File: config.mk
export PLATFORM = sky130hd
export DESIGN_NAME = ptw_walk_ctrl
export DESIGN_NICKNAME = d
export VERILOG_FILES = /design/src/design/ptw_pkg.sv /design/src/design/ptw_walk_ctrl.sv
export SDC_FILE = /design/constraint.sdc
export NUM_CORES = 1
export LEC_CHECK = 0
export ABC_CLOCK_PERIOD_IN_PS = 3300
export BUFFER_PORTS_ARGS = -buffer_cell sky130_fd_sc_hd__clkbuf_2
export CAP_MARGIN = 0
export CORE_AREA = 2 2 117 119
export CTS_CLUSTER_DIAMETER = 100
export CTS_CLUSTER_SIZE = 12
export DETAILED_ROUTE_END_ITERATION = 8
export DIE_AREA = 0 0 119 121
export RECOVER_POWER = 25
export SKIP_CTS_REPAIR_TIMING = 1
export SYNTH_ARGS = -nofsm -noshare
export SYNTH_HDL_FRONTEND = slang
export SYNTH_SLANG_ARGS = --single-unit
File: constraint.sdc
create_clock -name clk -period 3.3 [get_ports clk]
set_input_delay 0.66 -clock clk [delete_from_list [all_inputs] [get_ports clk]]
set_output_delay 0.66 -clock clk [all_outputs]
set_load 0.1 [all_outputs]
File: src/design/ptw_pkg.sv
`timescale 1ns / 1ps
`default_nettype none

package ptw_pkg;

  // Store geometry
  localparam int TABLE_WORDS_DEF = 4096;
  localparam int VA_W            = 48;
  localparam int PA_W            = 52;
  localparam int PTE_W           = 64;
  localparam int IDX_W           = 12;
  localparam int LVL_IDX_W       = 9;
  localparam int PFN_W           = PA_W - 12;
  localparam int WORD_W          = PFN_W + LVL_IDX_W;

  // Item kinds
  localparam logic FUNC_WRITE = 1'b0;
  localparam logic FUNC_XLATE = 1'b1;

  // Entry flag positions
  localparam int BIT_PRESENT = 0;
  localparam int BIT_LARGE   = 7;

  // Walk levels
  localparam logic [1:0] LVL_PML4 = 2'd0;
  localparam logic [1:0] LVL_PDPT = 2'd1;
  localparam logic [1:0] LVL_PD   = 2'd2;
  localparam logic [1:0] LVL_PT   = 2'd3;

  typedef struct packed {
    logic              func;
    logic [IDX_W-1:0]  entry_index;
    logic [PTE_W-1:0]  entry_value;
    logic [VA_W-1:0]   virt_addr;
  } in_item_t;

  typedef struct packed {
    logic [PA_W-1:0] phys_addr;
    logic            valid_res;
    logic            large_page;
  } out_item_t;

  typedef struct packed {
    logic rd_en;
    logic wr_en;
  } mem_ctl_t;

  // Nine-bit table index of a virtual address at a given level.
  function automatic logic [LVL_IDX_W-1:0] va_index(input logic [VA_W-1:0] va,
                                                     input logic [1:0] lvl);
    logic [LVL_IDX_W-1:0] idx;
    unique case (lvl)
      LVL_PML4: idx = va[47:39];
      LVL_PDPT: idx = va[38:30];
      LVL_PD:   idx = va[29:21];
      LVL_PT:   idx = va[20:12];
    endcase
    return idx;
  endfunction

endpackage

`default_nettype wire

File: src/design/ptw_walk_ctrl.sv
`timescale 1ns / 1ps
`default_nettype none

module ptw_walk_ctrl
  import ptw_pkg::*;
#(
  parameter int TABLE_WORDS = TABLE_WORDS_DEF,
  localparam int AW = $clog2(TABLE_WORDS)
) (
  input  wire logic             clk,
  input  wire logic             rst_n,
  input  wire logic             start,
  input  wire in_item_t         in_data,
  input  wire logic [PFN_W-1:0] root_pfn,
  output logic                  busy,
  output mem_ctl_t              mem_ctl,
  output logic [AW-1:0]         mem_addr,
  input  wire logic [PTE_W-1:0] mem_rdata,
  output logic                  res_valid,
  output out_item_t             res_data
);

  localparam logic ST_IDLE = 1'b0;
  localparam logic ST_WALK = 1'b1;

  logic            state_r, state_nxt;
  logic [1:0]      lvl_r, lvl_nxt;
  logic [VA_W-1:0] va_r, va_nxt;
  logic            rd_ok_r, rd_ok_nxt;

  logic [PFN_W-1:0]  walk_pfn;
  logic [VA_W-1:0]   walk_va;
  logic [1:0]        walk_lvl;
  logic [WORD_W-1:0] walk_word;
  logic              walk_ok;
  logic              wr_ok;

  assign busy      = (state_r == ST_WALK);
  assign walk_word = {walk_pfn, va_index(walk_va, walk_lvl)};
  assign walk_ok   = walk_word < WORD_W'(TABLE_WORDS);
  assign wr_ok     = 32'(in_data.entry_index) < 32'(TABLE_WORDS);

  // Table and level of the next read: the root at accept, the entry just read while walking.
  always_comb begin
    walk_pfn = root_pfn;
    walk_va  = in_data.virt_addr;
    walk_lvl = LVL_PML4;
    if (state_r == ST_WALK) begin
      walk_va  = va_r;
      walk_pfn = mem_rdata[PA_W-1:12];
      walk_lvl = lvl_r + 2'd1;
    end
  end

  always_comb begin
    state_nxt = state_r;
    lvl_nxt   = lvl_r;
    va_nxt    = va_r;
    rd_ok_nxt = rd_ok_r;
    mem_ctl   = '0;
    mem_addr  = walk_word[AW-1:0];
    res_valid = 1'b0;
    res_data  = '0;
    unique case (state_r)
      ST_IDLE: begin
        if (start) begin
          if (in_data.func == FUNC_WRITE) begin
            mem_addr      = AW'(in_data.entry_index);
            mem_ctl.wr_en = wr_ok;
          end else begin
            // Issue the top-level read in the accept cycle.
            mem_ctl.rd_en = walk_ok;
            rd_ok_nxt     = walk_ok;
            va_nxt        = in_data.virt_addr;
            lvl_nxt       = LVL_PML4;
            state_nxt     = ST_WALK;
          end
        end
      end
      ST_WALK: begin
        priority if (!rd_ok_r || !mem_rdata[BIT_PRESENT]) begin
          res_valid = 1'b1;
          state_nxt = ST_IDLE;
        end else if (lvl_r == LVL_PD && mem_rdata[BIT_LARGE]) begin
          res_valid           = 1'b1;
          res_data.phys_addr  = {mem_rdata[PA_W-1:21], va_r[20:0]};
          res_data.valid_res  = 1'b1;
          res_data.large_page = 1'b1;
          state_nxt           = ST_IDLE;
        end else if (lvl_r == LVL_PT) begin
          res_valid          = 1'b1;
          res_data.phys_addr = {mem_rdata[PA_W-1:12], va_r[11:0]};
          res_data.valid_res = 1'b1;
          state_nxt          = ST_IDLE;
        end else begin
          // Chain straight into the next level's read.
          mem_ctl.rd_en = walk_ok;
          rd_ok_nxt     = walk_ok;
          lvl_nxt       = walk_lvl;
        end
      end
    endcase
  end

  always_ff @(posedge clk) begin
    if (!rst_n) begin
      state_r <= ST_IDLE;
      lvl_r   <= LVL_PML4;
      rd_ok_r <= 1'b0;
    end else begin
      state_r <= state_nxt;
      lvl_r   <= lvl_nxt;
      rd_ok_r <= rd_ok_nxt;
    end
  end

  always_ff @(posedge clk) begin
    va_r <= va_nxt;
  end

endmodule

`default_nettype wire

# == Word-level counts from Yosys, hierarchy flattened ==
# Cells that the tools add are included.
# totals
out_inout_bits,70
elab_cells,66
register_bits,52
input_bits,232
# classes
n_eq_ne,10
n_bitwise,1
n_lt_le_gt_ge,1
n_reduce_logical,7
add_sub_neg,1
mux,42
# op_table
op,count
$mux 54,2
$mux 53,2
$lt 49x13->1 const B,1
$mux 48,1
$mux 40,1
$mux 12,3
$pmux 9 s4,1
$mux 1,21
$mux 2,7
$ne 2x2->1 const B,5
$eq 2x2->1 const B,4
$pmux 1 s2,3
$reduce_and 5->1,1
$pmux 2 s2,1
$reduce_and 3->1,1
$add 2x1->2 const B,1
$eq 2x1->1 const B,1
$logic_not 1->1,2
$logic_not 2->1,1
$logic_and 1x1->1,1
$logic_or 1x1->1,1
$not 1->1,1

# == Logic depth before layout (Yosys ltp) ==
# logic_depth
ltp_word,9
mapped_depth,9
mapped_depth_nobuf,6

# == Worst setup path after synthesis ==
# Ideal clock, no wire load.
# synth_path
path_kind,flip-flop to output port
from,reg state_r (netlist: busy)
to,out mem_addr[10]
path_buffers,2
t_required_ns,2.640
stages_incl_launch_ff,5
arrival_time_ns,3.701
path_slack_ns,-1.061
path_cell_list,dfxtp_1 > buf_4 > buf_2 > mux2i_1 > o21ai_0
# synth_via
elab_chain_len,4
# synth_lines
element,line,text
"start, declared",ptw_walk_ctrl.sv:26,"logic state_r, state_nxt;"
"start signal, assigned",ptw_walk_ctrl.sv:111,state_r <= state_nxt;
$mux 40,ptw_walk_ctrl.sv:48,if (state_r == ST_WALK) begin
$mux 12,ptw_walk_ctrl.sv:67,if (in_data.func == FUNC_WRITE) begin
$mux 12,ptw_walk_ctrl.sv:66,if (start) begin
$mux 12 (*),ptw_walk_ctrl.sv:64,unique case (state_r)
"end, declared",ptw_walk_ctrl.sv:17,"output logic [AW-1:0] mem_addr,"
# Mark *: on every way between the ends. The rest lies on a longest branch, timed or not.

# == Worst setup path after layout ==
# Ends and elaborated chain as after synthesis.

==> flow_summary.json <==
{
  "status": "finished clean",
  "synth_top_area_cell": "edfxtp_1",
  "seq_power_share": 0.424,
  "synth_edf_count": 48,
  "crit_cells": 7,
  "setup-violations-final": 0,
  "highest_layer": "met5",
  "path_cells": "buf_4, inv_1, nand3_1, clkinv_1, buf_4, o21ai_1, buf_12",
  "p_leak_nw": 2.23,
  "maxSlewViolCount": 0,
  "cts_root_buf": "clkbuf_16",
  "cts_sinks": 52,
  "cp_top_family": "buffers and inverters",
  "power_density_nw_per_um2": 330,
  "period_minus_slack_ns": 2.97,
  "ctsHtreeMaxLevel": 2,
  "die_y_um": 121,
  "wl_mm": 11.1,
  "final_common_cell": "clkbuf_2",
  "synthesis.area_sq_um": 2830,
  "endpoint_kind": "output port",
  "grt_pass1_wl_mm": 16.5,
  "wl_met3_mm": 1.10,
  "cp_num_buf_inv": 5,
  "yosys.area.top_type_share": 0.509,
  "fin_area_sq_um": 5410,
  "ff2ff_setup_slack_ns": 1.21,
  "synthesis.nets": 483,
  "globalRouteOverflowTotal": 0,
  "core_sq_um": 13100,
  "p_sw_mw": 0.460,
  "wl_met1_mm": 4.27,
  "portBuffers": 215,
  "layoutNonFillerInstCount": 648,
  "critPathLaunchType": "register",
  "num_rows": 42,
  "vias_per_cell": 4.38,
  "die-area_sq_um": 14400,
  "die_x_um": 119,
  "period_share": 0.900,
  "antenna_found_initial": 2,
  "tns_ns": 0,
  "ys_ff_latch": 52,
  "async_flop_share": 0,
  "critPathSlowestCell": "dfxtp_2",
  "cp-endpoint": "mem_addr[10]",
  "nNetsFinal": 704,
  "path_common_cell": "buf_4",
  "dpl-instance-area_sq_um": 5220,
  "vdd.ir_drop.worst_mv": 0.313,
  "drtAntennaViolNets": 0,
  "vias": 2835,
  "relSlewSlack": 0.498,
  "cts.clk_slew.worst_paths_ns": 0.07,
  "synth.area.top_cells": "edfxtp_1, and2_1, mux4_1",
  "finClkSkew_ns": 0.00787,
  "wl_met2_mm": 5.65,
  "dp.cells": 639,
  "final_cell_mix": "clkbuf_2, buf_12, edfxtp_1",
  "reg2reg_depth": 7,
  "fillers": 1215,
  "critPathLaunch": "busy$_SDFF_PN0_",
  "r2r_end": "rd_ok_r$_SDFFE_PN0P_",
  "intPower_mw": 1.33,
  "worstSkewPairLatency_ns": 0.29,
  "cap_viol_max_count": 0,
  "r2r-start": "busy$_SDFF_PN0_",
  "slowest_delay_ns": 0.48,
  "yosysWarnings": 0,
  "place_hpwl_mm": 9.16,
  "first_iter_violations": 124,
  "ys.flop_type": "edfxtp_1",
  "required_ns": 2.64,
  "routedWlPerCell_um": 17.1,
  "globalplace.congestion": 0.818,
  "clockPowerShare": 0.375,
  "avgSynthCellArea_sq_um": 11.4,
  "initial_utilization": 0.217,
  "grt_usage": 0.151,
  "syn_to_final_growth_pct": 91.0,
  "total_power_mw": 1.79,
  "clock.fmax_mhz": 337,
  "pin_count": 302,
  "syn_inst": 249,
  "drive_above_1_share": 0.541,
  "path_class": "register to output port",
  "min_path_type": "input port to register",
  "path_max_fanout": 19,
  "swShare": 0.257,
  "cts_tree": "yes",
  "rsz0062_at_grt": "false",
  "drc": 0,
  "grt_pass1_vias": 3105,
  "worstPathArrival_ns": 2.31,
  "drt-pass1-iter-count": 4,
  "hold_violations": 0,
  "clockBufferDepth": 2,
  "grt_max_degree": 50,
  "worst_pin_slew_ns": 0.751,
  "ys_types": 34,
  "hold_start": "in_data[13]",
  "seq_area_frac_synth": 0.537,
  "comb_power_share": 0.200,
  "cts_buffers": 5
}
metrics by stage:
stage | utilization | setup WS, ns | hold WS (ns)
after global placement | 0.399 | 0.166 | 0.546
after global routing | 0.413 | 0.188 | 0.523
after CTS | 0.413 | -0.130 | 0.530
after floorplan | - | -0.181 | 0.533
after detailed placement | 0.399 | 0.0369 | 0.603
final | 0.414 | 0.330 | 0.540
worst register-to-register path, cell delays in order (launching register included):
cell	delay, ns
dfxtp_2	0.40
buf_4	0.25
nand3b_4	0.23
clkinvlp_4	0.10
buf_4	0.51
nand3_1	0.14
nor3_1	0.23
o211a_1	0.19
per-layer routing:
metal | vias up | global-route usage
met5 | - | 0
met4 | 2 | 0.0246
met3 | 5 | 0.0616
met2 | 143 | 0.275
met1 | 1311 | 0.168
li1 | 1374 | -
synthesized netlist by cell type (all sizes together) (2+ instances only):
library cell / count
a21oi: 12
and2: 44
buf: 8
clkbuf: 4
dfxtp: 4
edfxtp: 48
ha: 2
inv: 5
mux2: 4
mux2i: 13
mux4: 6
nand2: 24
nand3: 16
nand4: 3
nor2: 9
nor3: 3
nor4: 17
o211ai: 2
o21a: 2
o21ai: 13
o22ai: 3
state kept, by name (all words and copies together), names as in the netlist:
register	flops
va_r	48
lvl_r	2
busy	1
rd_ok_r	1
worst min-delay path by stage:
| stage | to | slack (ns) | depth (start not counted) |
|---|---|---|---|
| 5_1_grt | va_r[13]$_DFFE_PP_ | 0.52 | 1 |
| 3_5_place_dp | lvl_r[1]$_SDFFE_PN0P_ | 0.60 | 3 |
| 4_1_cts | va_r[23]$_DFFE_PP_ | 0.53 | 1 |
| 2_1_floorplan | lvl_r[1]$_SDFFE_PN0P_ | 0.53 | 3 |
| 6_report | va_r[13]$_DFFE_PP_ | 0.54 | 1 |
| 3_3_place_gp | lvl_r[1]$_SDFFE_PN0P_ | 0.55 | 3 |
power by group through the flow:
| stage | combinational [mW] | sequential [mW] | clock, mW |
|---|---|---|---|
| after detailed placement | 0.363 | 0.775 | 0 |
| final | 0.359 | 0.759 | 0.671 |
| after floorplan | 0.174 | 0.774 | 0 |
| after CTS | 0.365 | 0.760 | 0.689 |
| after global placement | 0.358 | 0.773 | 0 |
| after global routing | 0.380 | 0.762 | 0.716 |
logic make-up after synthesis:
kind of cell	Yosys count	share of synthesized area
AND/OR/NAND/NOR	118	0.232
adder cells (fa/ha/maj)	2	0.00883
flip-flops	52	0.537
AO/OA/AOI/OAI	36	0.0724
buffers and inverters	18	0.0327
multiplexers	23	0.117
layout make-up:
type | count | area [sq um] | share of cell area
Antenna cell | 1 | 2.50 | 0.000462
Clock buffer | 6 | 129 | 0.0238
Clock inverter | 2 | 60.1 | 0.0111
Inverter | 6 | 26.3 | 0.00485
Multi-Input combinational cell | 179 | 1290 | 0.239
Sequential cell | 52 | 1520 | 0.281
Tap cell | 176 | 220 | 0.0407
Timing Repair Buffer | 226 | 2160 | 0.399
No activity file was read; power rests on OpenSTA's default activity.
